## src/design/pte_pkg.sv

```systemverilog
package pte_pkg;

    localparam int LINE_LIMIT    = 70;
    localparam int MAX_DIMENSION = 4095;
    localparam int DIM_W         = 12;
    localparam int LL_W          = $clog2(LINE_LIMIT + 2);
    localparam int CFG_IDX_W     = 2;
    localparam int BCD_DIGITS    = 4;
    localparam int DEC_CNT_W     = $clog2(BCD_DIGITS + 1);
    localparam int STEP_W        = $clog2(DIM_W + 1);
    localparam int NUM_LANES     = 3;
    localparam int COMP_DIGITS   = 3;
    localparam int HDR_SLOTS     = 17;
    localparam int LANE_SLOTS    = COMP_DIGITS + 1;
    localparam int NUM_SLOTS     = HDR_SLOTS + NUM_LANES * LANE_SLOTS + 1;

    // slot layout of one burst of characters
    localparam int SLOT_WIDTH    = 3;
    localparam int SLOT_HEIGHT   = 8;
    localparam int SLOT_LANE     = HDR_SLOTS;
    localparam int SLOT_ROW_END  = NUM_SLOTS - 1;

    localparam logic [7:0] CH_NL    = 8'h0A;
    localparam logic [7:0] CH_SPACE = 8'h20;
    localparam logic [7:0] CH_ZERO  = 8'h30;
    localparam logic [7:0] CH_TWO   = 8'h32;
    localparam logic [7:0] CH_THREE = 8'h33;
    localparam logic [7:0] CH_FIVE  = 8'h35;
    localparam logic [7:0] CH_P     = 8'h50;

    typedef enum logic [CFG_IDX_W-1:0] {
        REG_WIDTH  = 2'd0,
        REG_HEIGHT = 2'd1
    } cfg_reg_t;

    typedef struct packed {
        logic [7:0] red;
        logic [7:0] green;
        logic [7:0] blue;
    } pixel_t;

    typedef struct packed {
        logic [7:0] text_char;
        logic       last_of_item;
        logic       frame_done;
    } text_t;

    typedef struct packed {
        logic [1:0]                  size;
        logic [COMP_DIGITS-1:0][7:0] digit;
    } lane_t;

    typedef struct packed {
        logic [BCD_DIGITS-1:0][3:0] digit;
        logic [DEC_CNT_W-1:0]       count;
    } dec_t;

    typedef struct packed {
        logic [NUM_SLOTS-1:0]      mask;
        logic [NUM_SLOTS-1:0][7:0] chars;
        logic                      frame_end;
    } burst_t;

endpackage

```

## src/design/pte_lane.sv

```systemverilog
module pte_lane
    import pte_pkg::*;
(
    input  logic [7:0] value,
    output lane_t      digits
);

    logic [1:0]  hund;
    logic [7:0]  rem;
    logic [15:0] prod;
    logic [3:0]  tens;
    logic [7:0]  tens_x10;
    logic [7:0]  ones;

    always_comb begin
        hund = (value >= 8'd200) ? 2'd2 : ((value >= 8'd100) ? 2'd1 : 2'd0);
        rem  = value - ((hund == 2'd2) ? 8'd200 : ((hund == 2'd1) ? 8'd100 : 8'd0));
        // rem is below 100, so times 205 over 2048 gives rem / 10 exactly
        prod     = {9'd0, rem[6:0]} * 16'd205;
        tens     = prod[14:11];
        tens_x10 = {4'd0, tens} * 8'd10;
        ones     = rem - tens_x10;

        digits.size     = (value >= 8'd100) ? 2'd3 : ((value >= 8'd10) ? 2'd2 : 2'd1);
        digits.digit[2] = CH_ZERO + {6'd0, hund};
        digits.digit[1] = CH_ZERO + {4'd0, tens};
        digits.digit[0] = CH_ZERO + ones;
    end

endmodule

```

## src/design/pte_dabble.sv

```systemverilog
module pte_dabble
    import pte_pkg::*;
(
    input  logic             aclk,
    input  logic             aresetn,
    input  logic             start,
    input  logic             start_height,
    input  logic [DIM_W-1:0] value,
    output logic             busy,
    output dec_t             width_dec,
    output dec_t             height_dec
);

    logic                    busy_reg, busy_next;
    logic                    sel_reg, sel_next;
    logic [STEP_W-1:0]       step_reg, step_next;
    logic [DIM_W-1:0]        bin_reg, bin_next;
    logic [4*BCD_DIGITS-1:0] bcd_reg, bcd_next;
    dec_t                    width_reg, width_next;
    dec_t                    height_reg, height_next;

    logic [4*BCD_DIGITS-1:0] adj;
    logic [4*BCD_DIGITS-1:0] shifted;
    dec_t                    result;

    always_comb begin
        for (int i = 0; i < BCD_DIGITS; i++) begin
            adj[4*i +: 4] = (bcd_reg[4*i +: 4] >= 4'd5) ? bcd_reg[4*i +: 4] + 4'd3
                                                        : bcd_reg[4*i +: 4];
        end
        shifted = {adj[4*BCD_DIGITS-2:0], bin_reg[DIM_W-1]};

        result.digit = shifted;
        result.count = DEC_CNT_W'(1);
        for (int i = 1; i < BCD_DIGITS; i++) begin
            if (shifted[4*i +: 4] != 4'd0) begin
                result.count = DEC_CNT_W'(i + 1);
            end
        end

        busy_next   = busy_reg;
        sel_next    = sel_reg;
        step_next   = step_reg;
        bin_next    = bin_reg;
        bcd_next    = bcd_reg;
        width_next  = width_reg;
        height_next = height_reg;

        if (busy_reg) begin
            bcd_next  = shifted;
            bin_next  = {bin_reg[DIM_W-2:0], 1'b0};
            step_next = step_reg + STEP_W'(1);
            if (step_reg == STEP_W'(DIM_W - 1)) begin
                busy_next = 1'b0;
                if (sel_reg) begin
                    height_next = result;
                end else begin
                    width_next = result;
                end
            end
        end else if (start) begin
            busy_next = 1'b1;
            sel_next  = start_height;
            step_next = '0;
            bin_next  = value;
            bcd_next  = '0;
        end
    end

    always_ff @(posedge aclk) begin
        if (!aresetn) begin
            busy_reg   <= 1'b0;
            width_reg  <= '{digit: (4*BCD_DIGITS)'(1), count: DEC_CNT_W'(1)};
            height_reg <= '{digit: (4*BCD_DIGITS)'(1), count: DEC_CNT_W'(1)};
        end else begin
            busy_reg   <= busy_next;
            width_reg  <= width_next;
            height_reg <= height_next;
        end
        sel_reg  <= sel_next;
        step_reg <= step_next;
        bin_reg  <= bin_next;
        bcd_reg  <= bcd_next;
    end

    assign busy       = busy_reg;
    assign width_dec  = width_reg;
    assign height_dec = height_reg;

endmodule

```

## src/design/pte_serializer.sv

```systemverilog
module pte_serializer
    import pte_pkg::*;
(
    input  logic   aclk,
    input  logic   aresetn,
    input  logic   load,
    input  burst_t burst,
    output logic   load_ready,
    output logic   m_valid,
    input  logic   m_ready,
    output text_t  m_data
);

    logic [NUM_SLOTS-1:0]      mask_reg, mask_next;
    logic [NUM_SLOTS-1:0][7:0] chars_reg, chars_next;
    logic                      frame_end_reg, frame_end_next;
    logic                      m_valid_reg, m_valid_next;
    text_t                     m_data_reg, m_data_next;

    logic [NUM_SLOTS-1:0] first;
    logic [7:0]           pick;
    logic                 out_free;
    logic                 emit;
    logic                 last;

    always_comb begin
        // lowest pending slot goes out next
        first = mask_reg & (~mask_reg + NUM_SLOTS'(1));
        pick  = '0;
        for (int i = 0; i < NUM_SLOTS; i++) begin
            pick = pick | (chars_reg[i] & {8{first[i]}});
        end
        last     = (mask_reg & ~first) == '0;
        out_free = !m_valid_reg || m_ready;
        emit     = (mask_reg != '0) && out_free;

        load_ready = (mask_reg == '0) || (emit && last);

        mask_next      = mask_reg;
        chars_next     = chars_reg;
        frame_end_next = frame_end_reg;
        if (load) begin
            mask_next      = burst.mask;
            chars_next     = burst.chars;
            frame_end_next = burst.frame_end;
        end else if (emit) begin
            mask_next = mask_reg & ~first;
        end

        m_valid_next = m_valid_reg;
        m_data_next  = m_data_reg;
        if (emit) begin
            m_valid_next             = 1'b1;
            m_data_next.text_char    = pick;
            m_data_next.last_of_item = last;
            m_data_next.frame_done   = last && frame_end_reg;
        end else if (m_ready) begin
            m_valid_next = 1'b0;
        end
    end

    always_ff @(posedge aclk) begin
        if (!aresetn) begin
            mask_reg    <= '0;
            m_valid_reg <= 1'b0;
        end else begin
            mask_reg    <= mask_next;
            m_valid_reg <= m_valid_next;
        end
        chars_reg     <= chars_next;
        frame_end_reg <= frame_end_next;
        m_data_reg    <= m_data_next;
    end

    assign m_valid = m_valid_reg;
    assign m_data  = m_data_reg;

endmodule

```

## src/design/ppm_text_encoder.sv

```systemverilog
// Plain PPM (P3) text writer: one pixel word in, its ASCII text out one character
// per word, the header "P3\n<w> <h>\n255\n" ahead of each frame's first pixel. The
// output register sends one character per cycle while m_ready stays high; three
// lanes turn the components into digits as the pixel is taken, a merge step
// places separators and line breaks, and the next pixel is taken while the
// current one drains. A write to the width or height register runs the decimal
// conversion for the header, during which neither port takes a word.
module ppm_text_encoder
    import pte_pkg::*;
(
    input  logic                 aclk,
    input  logic                 aresetn,
    input  logic                 s_valid,
    output logic                 s_ready,
    input  pixel_t               s_data,
    output logic                 m_valid,
    input  logic                 m_ready,
    output text_t                m_data,
    input  logic                 cfg_valid,
    output logic                 cfg_ready,
    input  logic [CFG_IDX_W-1:0] cfg_index,
    input  logic [DIM_W-1:0]     cfg_data
);

    logic [DIM_W-1:0] width_reg, width_next;
    logic [DIM_W-1:0] height_reg, height_next;
    logic [DIM_W-1:0] col_reg, col_next;
    logic [DIM_W-1:0] row_reg, row_next;
    logic [LL_W-1:0]  ll_reg, ll_next;
    logic             hdr_sent_reg, hdr_sent_next;
    logic             st_valid_reg, st_valid_next;
    lane_t [NUM_LANES-1:0] st_lane_reg, st_lane_next;

    lane_t [NUM_LANES-1:0] lane_out;
    logic [NUM_LANES-1:0][7:0] comp;

    logic             cfg_fire;
    logic [DIM_W-1:0] cfg_value;
    logic             conv_start;
    logic             conv_busy;
    dec_t             width_dec;
    dec_t             height_dec;

    logic             ser_ready;
    logic             load;
    burst_t           burst;

    logic [LL_W:0]    ll;
    logic [LL_W:0]    sum;
    logic [LL_W:0]    size_ext;
    logic [DIM_W:0]   col_inc;
    logic [DIM_W:0]   row_inc;
    logic             row_end;
    logic             frame_end;

    assign comp[0] = s_data.red;
    assign comp[1] = s_data.green;
    assign comp[2] = s_data.blue;

    for (genvar k = 0; k < NUM_LANES; k++) begin : g_lane
        pte_lane u_lane (
            .value  (comp[k]),
            .digits (lane_out[k])
        );
    end

    assign cfg_ready  = !conv_busy;
    assign cfg_fire   = cfg_valid && cfg_ready;
    assign cfg_value  = (cfg_data > DIM_W'(MAX_DIMENSION)) ? DIM_W'(MAX_DIMENSION) : cfg_data;
    assign conv_start = cfg_fire && (cfg_index == REG_WIDTH || cfg_index == REG_HEIGHT);

    pte_dabble u_dabble (
        .aclk         (aclk),
        .aresetn      (aresetn),
        .start        (conv_start),
        .start_height (cfg_index == REG_HEIGHT),
        .value        (cfg_value),
        .busy         (conv_busy),
        .width_dec    (width_dec),
        .height_dec   (height_dec)
    );

    assign load    = st_valid_reg && !conv_busy && ser_ready;
    assign s_ready = !conv_busy && (!st_valid_reg || load);

    // merge: header, separators, line breaks and row end for the staged pixel
    always_comb begin
        burst    = '0;
        ll       = hdr_sent_reg ? {1'b0, ll_reg} : '0;
        sum      = '0;
        size_ext = '0;

        if (!hdr_sent_reg) begin
            burst.mask[HDR_SLOTS-1:0] = '1;
            burst.chars[0]  = CH_P;
            burst.chars[1]  = CH_THREE;
            burst.chars[2]  = CH_NL;
            burst.chars[SLOT_WIDTH + BCD_DIGITS]  = CH_SPACE;
            burst.chars[SLOT_HEIGHT + BCD_DIGITS] = CH_NL;
            burst.chars[SLOT_HEIGHT + BCD_DIGITS + 1] = CH_TWO;
            burst.chars[SLOT_HEIGHT + BCD_DIGITS + 2] = CH_FIVE;
            burst.chars[SLOT_HEIGHT + BCD_DIGITS + 3] = CH_FIVE;
            burst.chars[SLOT_HEIGHT + BCD_DIGITS + 4] = CH_NL;
            for (int j = 0; j < BCD_DIGITS; j++) begin
                // leading zeros of the dimensions are dropped
                burst.mask[SLOT_WIDTH + j]   = width_dec.count >= DEC_CNT_W'(BCD_DIGITS - j);
                burst.mask[SLOT_HEIGHT + j]  = height_dec.count >= DEC_CNT_W'(BCD_DIGITS - j);
                burst.chars[SLOT_WIDTH + j]  =
                    CH_ZERO + {4'd0, width_dec.digit[BCD_DIGITS-1-j]};
                burst.chars[SLOT_HEIGHT + j] =
                    CH_ZERO + {4'd0, height_dec.digit[BCD_DIGITS-1-j]};
            end
        end

        for (int k = 0; k < NUM_LANES; k++) begin
            size_ext = {{(LL_W-1){1'b0}}, st_lane_reg[k].size};
            if (ll != '0) begin
                sum = ll + size_ext;
                burst.mask[SLOT_LANE + k*LANE_SLOTS] = 1'b1;
                if (sum > (LL_W+1)'(LINE_LIMIT)) begin
                    burst.chars[SLOT_LANE + k*LANE_SLOTS] = CH_NL;
                    ll = '0;
                end else begin
                    burst.chars[SLOT_LANE + k*LANE_SLOTS] = CH_SPACE;
                end
            end
            burst.mask[SLOT_LANE + k*LANE_SLOTS + 1]  = st_lane_reg[k].size == 2'd3;
            burst.mask[SLOT_LANE + k*LANE_SLOTS + 2]  = st_lane_reg[k].size >= 2'd2;
            burst.mask[SLOT_LANE + k*LANE_SLOTS + 3]  = 1'b1;
            burst.chars[SLOT_LANE + k*LANE_SLOTS + 1] = st_lane_reg[k].digit[2];
            burst.chars[SLOT_LANE + k*LANE_SLOTS + 2] = st_lane_reg[k].digit[1];
            burst.chars[SLOT_LANE + k*LANE_SLOTS + 3] = st_lane_reg[k].digit[0];
            ll = ll + size_ext + (LL_W+1)'(1);
        end

        col_inc   = {1'b0, col_reg} + (DIM_W+1)'(1);
        row_inc   = {1'b0, row_reg} + (DIM_W+1)'(1);
        row_end   = col_inc >= {1'b0, width_reg};
        frame_end = row_end && (row_inc >= {1'b0, height_reg});

        burst.mask[SLOT_ROW_END]  = row_end;
        burst.chars[SLOT_ROW_END] = CH_NL;
        burst.frame_end           = frame_end;
    end

    always_comb begin
        width_next    = width_reg;
        height_next   = height_reg;
        col_next      = col_reg;
        row_next      = row_reg;
        ll_next       = ll_reg;
        hdr_sent_next = hdr_sent_reg;
        st_valid_next = st_valid_reg;
        st_lane_next  = st_lane_reg;

        if (cfg_fire && cfg_index == REG_WIDTH) begin
            width_next = cfg_value;
        end
        if (cfg_fire && cfg_index == REG_HEIGHT) begin
            height_next = cfg_value;
        end

        if (load) begin
            st_valid_next = 1'b0;
            hdr_sent_next = !frame_end;
            if (row_end) begin
                ll_next  = '0;
                col_next = '0;
                row_next = frame_end ? '0 : row_inc[DIM_W-1:0];
            end else begin
                ll_next  = ll[LL_W-1:0];
                col_next = col_inc[DIM_W-1:0];
            end
        end

        if (s_valid && s_ready) begin
            st_valid_next = 1'b1;
            st_lane_next  = lane_out;
        end
    end

    always_ff @(posedge aclk) begin
        if (!aresetn) begin
            width_reg    <= DIM_W'(1);
            height_reg   <= DIM_W'(1);
            col_reg      <= '0;
            row_reg      <= '0;
            ll_reg       <= '0;
            hdr_sent_reg <= 1'b0;
            st_valid_reg <= 1'b0;
        end else begin
            width_reg    <= width_next;
            height_reg   <= height_next;
            col_reg      <= col_next;
            row_reg      <= row_next;
            ll_reg       <= ll_next;
            hdr_sent_reg <= hdr_sent_next;
            st_valid_reg <= st_valid_next;
        end
        st_lane_reg <= st_lane_next;
    end

    pte_serializer u_serializer (
        .aclk       (aclk),
        .aresetn    (aresetn),
        .load       (load),
        .burst      (burst),
        .load_ready (ser_ready),
        .m_valid    (m_valid),
        .m_ready    (m_ready),
        .m_data     (m_data)
    );

endmodule
```

## config.mk

```make
export PLATFORM = sky130hd
export DESIGN_NAME = ppm_text_encoder
export DESIGN_NICKNAME = d
export VERILOG_FILES = /design/src/design/pte_pkg.sv /design/src/design/pte_lane.sv /design/src/design/pte_dabble.sv /design/src/design/pte_serializer.sv /design/src/design/ppm_text_encoder.sv
export SDC_FILE = /design/constraint.sdc
export NUM_CORES = 1
export LEC_CHECK = 0
export CORE_ASPECT_RATIO = 0.6
export CORE_UTILIZATION = 45
export CTS_CLUSTER_SIZE = 40
export DETAILED_ROUTE_END_ITERATION = 10
export DONT_BUFFER_PORTS = 1
export PLACE_DENSITY = 0.63
export RECOVER_POWER = 100
export REMOVE_ABC_BUFFERS = 1
export SYNTH_ARGS = -nofsm -noshare
export SYNTH_HDL_FRONTEND = slang
export SYNTH_SLANG_ARGS = --single-unit
```

## constraint.sdc

```tcl
create_clock -name aclk -period 9.07 [get_ports aclk]
set_input_delay 0.4535 -clock aclk [delete_from_list [all_inputs] [get_ports aclk]]
set_output_delay 0.4535 -clock aclk [all_outputs]
set_load 0.02 [all_outputs]
```

-- Yosys cells after proc, flatten, opt, wreduce, memory -nomap -nowiden
Index checks and enable logic that the tools add are counted.
- add/sub/neg operators: 40
- multipliers: 6
- $lt $le $gt $ge: 30
- equal/unequal tests: 11
- muxes and demuxes: 56
- bitwise gates (word level): 64
- reduce and logical (&&, ||, !) cells: 38
- operator list (kind ; number):
    $and A8 B8 Y8 ; 29
    $or A8 B8 Y8 ; 28
    $mux W132 ; 1
    $add A6 B4 Y7 const A ; 11
    $mux W7 ; 9
    $and A30 B30 Y30 ; 2
    $logic_not A30 Y1 ; 2
    $mux W12 ; 5
    $mux W30 ; 2
    $not A30 Y30 ; 2
    $sub A8 B8 Y8 ; 6
    $mul A7 B8 Y15 const B ; 3
    $mux W8 ; 5
    $add A8 B2 Y8 ; 4
    $mux W16 ; 2
    $add A30 B1 Y30 const B ; 1
    $reduce_bool A30 Y1 ; 1
    $add A12 B1 Y13 const B ; 2
    $ge A13 B12 Y1 ; 2
    $add A6 B8 Y8 const A ; 3
    $ge A8 B4 Y1 const B ; 3
    $ge A8 B7 Y1 const B ; 3
    $ge A8 B8 Y1 const B ; 3
    $gt A8 B7 Y1 const B ; 3
    35 further kinds ; 113
- flip-flop bits (word level): 481
- input bits: 43
- output and inout port bits: 13
- logic and storage cells: 315

-- Longest topological paths before layout
- depth in word-level cells: 33
- gate-level depth with buffers: 44
- mapped depth without buffers: 40

-- Modules after synthesis
From an unflattened synthesis, not the netlist that was laid out.
- cell total of the unflattened synthesis: 2426
- area, all modules: 27022.2 um2
- by module, submodules not included (module ; instances ; cells each ; area each (um2) ; seq. area each (um2)):
    pte_serializer ; 1 ; 797 ; 11456.0 ; 8157.8
    ppm_text_encoder ; 1 ; 768 ; 7531.0 ; 3483.3
    pte_dabble ; 1 ; 297 ; 3156.8 ; 1761.7
    pte_lane at g_lane[2].u_lane ; 1 ; 188 ; 1640.3 ; 0.0
    pte_lane at g_lane[0].u_lane ; 1 ; 186 ; 1636.6 ; 0.0
    pte_lane at g_lane[1].u_lane ; 1 ; 190 ; 1601.5 ; 0.0

-- Worst setup path before layout
No wires, ideal clock.
- path type: register -> register
- from: register hdr_sent_reg
- to: register ll_reg[6]
- library setup time: 0.069 ns
- arrival: 8.592 ns
- required time: 9.001 ns
- path slack: 0.409 ns
- cell stages (with the launch flop): 43
- buffers on the path: 4
- period minus slack after synthesis: 8.661 ns
- cell sequence: dfxtp_1 -> buf_2 -> clkbuf_1 -> and2_1 -> ha_1 -> ha_1 -> and4b_1 -> a32o_1 -> o221ai_2 -> a21boi_4 -> nand2_1 -> ha_1 -> inv_1 -> fa_1 -> clkbuf_1 -> nand4_1 -> o2111ai_1 -> a21oi_1 -> [7 not listed] -> o32a_1 -> o211ai_1 -> a32o_1 -> o311ai_1 -> or3_1 -> o21ai_0 -> o211ai_1 -> nor4b_2 -> and2b_1 -> buf_4 -> or2_1 -> ha_1 -> inv_1 -> fa_1 -> nor4b_1 -> xnor2_1 -> nand3_1 -> o21ai_1
- cells in the longest elaborated chain, start to end: 20
- elaborated cells on any way between the ends: 23
- those cells by class: add/sub (9); order compare (3); mux (8); reduce/logical (3)
- RTL lines (element ; RTL line ; text):
    start, declared ; ppm_text_encoder.sv:30 ; logic hdr_sent_reg, hdr_sent_next;
    start signal, assigned ; ppm_text_encoder.sv:197 ; hdr_sent_reg <= hdr_sent_next;
    $mux W7 * ; ppm_text_encoder.sv:89 ; ll = hdr_sent_reg ? {1'b0, ll_reg} : '0;
    $add A7 B2 Y8 ; ppm_text_encoder.sv:118 ; sum = ll + size_ext;
    $gt A8 B7 Y1 ; ppm_text_encoder.sv:120 ; if (sum > (LL_W+1)'(LINE_LIMIT)) begin
    $mux W7 ; ppm_text_encoder.sv:120 ;
    $mux W7 * ; ppm_text_encoder.sv:117 ; if (ll != '0) begin
    $add A8 B2 Y8 * ; ppm_text_encoder.sv:133 ; ll = ll + size_ext + (LL_W+1)'(1);
    $add A8 B1 Y8 * ; ppm_text_encoder.sv:133 ;
    $add A8 B2 Y8 ; ppm_text_encoder.sv:118 ;
    [4 not listed] ; -- ;
    $add A8 B1 Y8 * ; ppm_text_encoder.sv:133 ;
    $add A8 B2 Y8 ; ppm_text_encoder.sv:118 ;
    $gt A8 B7 Y1 ; ppm_text_encoder.sv:120 ;
    $mux W7 ; ppm_text_encoder.sv:120 ;
    $mux W7 * ; ppm_text_encoder.sv:117 ;
    $add A7 B2 Y7 * ; ppm_text_encoder.sv:133 ;
    $add A7 B1 Y7 * ; ppm_text_encoder.sv:133 ;
    $mux W7 * ; ppm_text_encoder.sv:166 ; if (row_end) begin
    end signal, assigned ; ppm_text_encoder.sv:196 ; ll_reg <= ll_next;
    end, declared ; ppm_text_encoder.sv:29 ; logic [LL_W-1:0] ll_reg, ll_next;
Mark *: on every way between the ends. The rest lies on a longest branch, timed or not.
A chain may end at the register's enable or synchronous reset.

-- Worst setup path in the final report
- from: register hdr_sent_reg
- to: register ll_reg[1]
The elaborated chain is that of the path after synthesis.

==> out/summary.log <==
INFO  detailed_routing vias_per_cell=5.55
INFO  sta            finalCritPeriodShare=95.5%
INFO  synth          synth_async_sr_flop_share=0%
INFO  detailed_routing number_of_remaining_drc_errors=0
INFO  die            design.portCount=56
INFO  pwr            vdd_drop_max=0.571mV
INFO  sta            report.final.slew_viol_count=183
INFO  pwr            power.total=8.92mW
INFO  synth          yosys.cell_count.top_type=nand2_1
INFO  synth          yosys_register_bits=301
INFO  final_layout   syn_to_final_growth=9.57%
INFO  sta            timing.max_slew.rel_slack=-116%
INFO  outcome        result_of_the_run=complete, but fails checks
INFO  detailed_routing dr_total_vias=14,100
INFO  synth          syn-instance-count=1,946
INFO  die            die-area=42,800um^2
INFO  sta            layout_min_cycle_time=8660ps
INFO  synth          yosys_warnings=0
INFO  sta            worst_slew_pin_slew=3240ps
INFO  clocking       cts.reportedPaths.clkPinSlew=70ps
INFO  final_layout   multiInputGateArea=10,100um^2
INFO  setup_path     ff2ff_path_depth=37
INFO  die            core.rowCount=57
INFO  setup_path     critical-path-max-stage-delay=540ps
INFO  global_routing grt_remaining_overflow=0
INFO  setup_path     crit_path_frequent_cell=inv_1
INFO  synth          synth_edf_count=173
INFO  clocking       inserted_clock_buffers=29
INFO  global_routing grt_first_pass_wirelength=73.8mm
INFO  setup_path     worst_ep_arrival_time=9090ps
INFO  pwr            switchingPower=3.87mW
INFO  global_routing maximum_number_of_pins_on_one_net_before_global_route_repair=66
INFO  detailed_routing routed-wl-met3=3.60mm
INFO  pwr            p_comb_share=58.6%
INFO  sta            report.final.hold_viol_count=0
INFO  placed_design  io_buffer_count=0
INFO  die            placeableCoreArea=40,900um^2
INFO  pwr            internal_power=5.05mW
INFO  outcome        violations=capacitance limit, slew limit
INFO  final_layout   antenna_cells=0
INFO  clocking       cts_buffer_depth=3
INFO  pwr            clock_power_share=14.1%
INFO  pwr            swShare=43.4%
INFO  die            chipWidth=267um
INFO  synth          postSynthAreaPerCell=9.71um^2
INFO  synth          top_area_cells_in_the_synthesized_netlist=edfxtp_1 (28%), dfxtp_1 (14%), ha_1 (14%), nand2_1 (4.2%), a21oi_1 (4.1%)
INFO  setup_path     worst-path-max-fanout=8
INFO  clocking       cts_tree=done
INFO  synth          synth-seq-area-share=41.1%
INFO  synth          synthFlopType=edfxtp_1
INFO  setup_path     startpoint_kind_of_the_worst_setup_timing_path=register
INFO  detailed_routing drt-total-wl=46.1mm
INFO  setup_path     cp-end-kind=register
INFO  synth          ys_top_cells_by_count=nand2_1 (211), ha_1 (204), inv_1 (191)
INFO  setup_path     timing.setup.critical_path_class=reg -> reg
INFO  setup_path     setup.reg_to_reg.worst_slack=410ps
INFO  final_layout   fillers=3,739
INFO  hold_path      min_delay_worst_endpoint=width_reg[0]$_SDFFE_PN1P_
INFO  final_layout   layout.nets=2,244
INFO  flow_run       cap_violations=6
INFO  detailed_routing route.antenna.remaining_nets=0
INFO  final_layout   layout.area.seq=7760um^2
INFO  setup_path     critPathLaunch=hdr_sent_reg$_SDFFE_PN0P_
INFO  hold_path      number_of_cells_on_the_worst_hold_path=2
INFO  die            chipHeight=161um
INFO  pwr            power_density=431nW/um^2
INFO  pwr            seq_power_share=27.3%
INFO  detailed_routing dr.first_iter.drc_count=1,289
INFO  placed_design  dpl_worst_slack=293ps
INFO  setup_path     critPathRequiredTime=9510ps
INFO  final_layout   max_reg_flops=82
INFO  global_routing first_global_vias=13,400
INFO  synth          synth_top_area_share=27.5%
INFO  placed_design  dp_hpwl=34.4mm
INFO  detailed_routing wirelength_met1=23.7mm
INFO  placed_design  globalplace.congestion=0.969
INFO  setup_path     critical_path.slowest_cell=fa_2
INFO  setup_path     timing.rr.start=hdr_sent_reg$_SDFFE_PN0P_
INFO  detailed_routing top_layer=met4
INFO  final_layout   final_layout_size_suffix_gt1_share=6.51%
INFO  detailed_routing wire_per_inst=18.1um
INFO  sta            maxClockFrequency=116MHz
INFO  global_routing antenna_found_initial=1
INFO  synth          summed_instance_area_of_the_synthesized_netlist=18,900um^2
INFO  sta            setup_viol_count_final=0
INFO  setup_path     r2r-end=ll_reg[1]$_SDFFE_PN0P_
INFO  detailed_routing met2_length=18.1mm
INFO  die            initial_core_utilization=46.1%
INFO  global_routing all_layer_global_routing_usage=21.7%
INFO  hold_path      hold_class=in -> reg
INFO  sta            clock_skew=19.4ps
INFO  clocking       clkLatencyLatePin=580ps
INFO  clocking       ctsHtreeMaxLevel=1
INFO  sta            setup_ws=413ps
INFO  detailed_routing drt_first_pass_iters=5
INFO  clocking       clock_tree.root_cell=clkbuf_16
INFO  synth          yosys.area.top_type=edfxtp_1
INFO  pwr            power_leakage=8.41nW
INFO  synth          count_of_unique_library_cells_instantiated_by_yosys=91
INFO  hold_path      hold_path.startpoint=cfg_data[0]
INFO  clocking       clock-sinks=301
-- cell usage in the layout, fill, tap and decap left out, types with 15 or more instances in the layout --
| cell | Yosys | layout |
|---|---|---|
| nand2_1 | 211 | 211 |
| ha_1 | 204 | 202 |
| inv_1 | 191 | 191 |
| edfxtp_1 | 173 | 173 |
| a21oi_1 | 155 | 153 |
| dfxtp_1 | 128 | 126 |
| nor2_1 | 104 | 103 |
| o21ai_0 | 69 | 68 |
| xnor2_1 | 62 | 62 |
| nand3_1 | 50 | 50 |
| nor2b_1 | 44 | 43 |
| fa_1 | 38 | 35 |
| buf_4 | 2 | 30 |
| a211oi_1 | 29 | 29 |
| clkbuf_16 | 0 | 29 |
| nor3_1 | 27 | 28 |
| a21o_1 | 27 | 27 |
| xor2_1 | 27 | 27 |
| and3_1 | 20 | 20 |
| o21bai_1 | 19 | 19 |
| and2_1 | 21 | 17 |
| clkbuf_1 | 61 | 17 |
| nand2b_1 | 16 | 16 |
| o211ai_1 | 15 | 15 |
-- power groups by stage --
stage | logic (mW) | registers (mW) | clock network (mW)
floorplan | 3.86 | 2.38 | 0
global placement | 5.09 | 2.44 | 0
detailed placement | 5.19 | 2.44 | 0
CTS | 5.27 | 2.41 | 1.27
global route | 5.99 | 2.47 | 1.33
finish | 5.23 | 2.43 | 1.25
-- worst max-delay path: cells and delay by family (launching register included) --
family | cells | cell delay (ps)
buf+inv | 6 | 560
simple gates | 12 | 2790
flops | 1 | 370
compound gates | 10 | 2050
fa+ha+maj | 9 | 2740
-- repair_timing --
| action | in CTS | in global routing |
|---|---|---|
| hold buffers | 13 | 0 |
| setup buffers | 0 | 8 |
| setup endpoints to repair | 0 | 6 |
| gates resized for setup | 0 | 16 |
| hold endpoints to repair | 22 | 0 |
-- metrics by stage --
stage	setup TNS [ps]	instance area, um^2	instances	util, %	hold WS (ps)
2_1_floorplan	-55.6	18600	1873	-	400
6_report	0	20700	2541	50.6	18.7
3_5_place_dp	0	19600	2467	47.8	405
3_3_place_gp	0	19600	2467	47.8	401
4_1_cts	0	20600	2533	50.4	0.218
5_1_grt	-42.2	20700	2541	50.6	5.45
-- area by class of cell --
cell class,instances,share of cell area [%]
Clock buffer,36,3.68
Inverter,194,3.53
Clock inverter,17,0.937
Tap cell,560,3.39
Multi-Input combinational cell,1378,49.0
Timing Repair Buffer,55,1.94
Sequential cell,301,37.5
-- worst max path at each step --
stage | endpoint | slack [ps]
final | ll_reg[1]$_SDFFE_PN0P_ | 410
after detailed placement | ll_reg[6]$_SDFFE_PN0P_ | 290
after CTS | ll_reg[6]$_SDFFE_PN0P_ | 260
after global placement | burst[168]$_DFFE_PP_ | 510
after floorplan | ll_reg[6]$_SDFFE_PN0P_ | -60
after global routing | ll_reg[6]$_SDFFE_PN0P_ | -30
-- kinds of logic (layout without fill, tap and decap cells) --
| kind of cell | Yosys count | in the layout | synth area share (%) |
|---|---|---|---|
| flip-flops | 301 | 301 | 41.1 |
| adder cells (fa/ha/maj) | 247 | 247 | 17.8 |
| XOR/XNOR | 90 | 90 | 4.25 |
| buffers and inverters | 267 | 302 | 5.43 |
| multiplexers | 10 | 10 | 0.556 |
| AND/OR/NAND/NOR | 589 | 589 | 15.6 |
| AO/OA/AOI/OAI | 442 | 442 | 15.3 |
-- metal layers --
layer  track usage, %  vias to the layer above
met5                0                        -
met4             3.50                        0
met3             4.98                       48
met2             29.5                      404
met1             34.7                     6728
li1                 -                     6935
(Power assumes the default switching activity.)
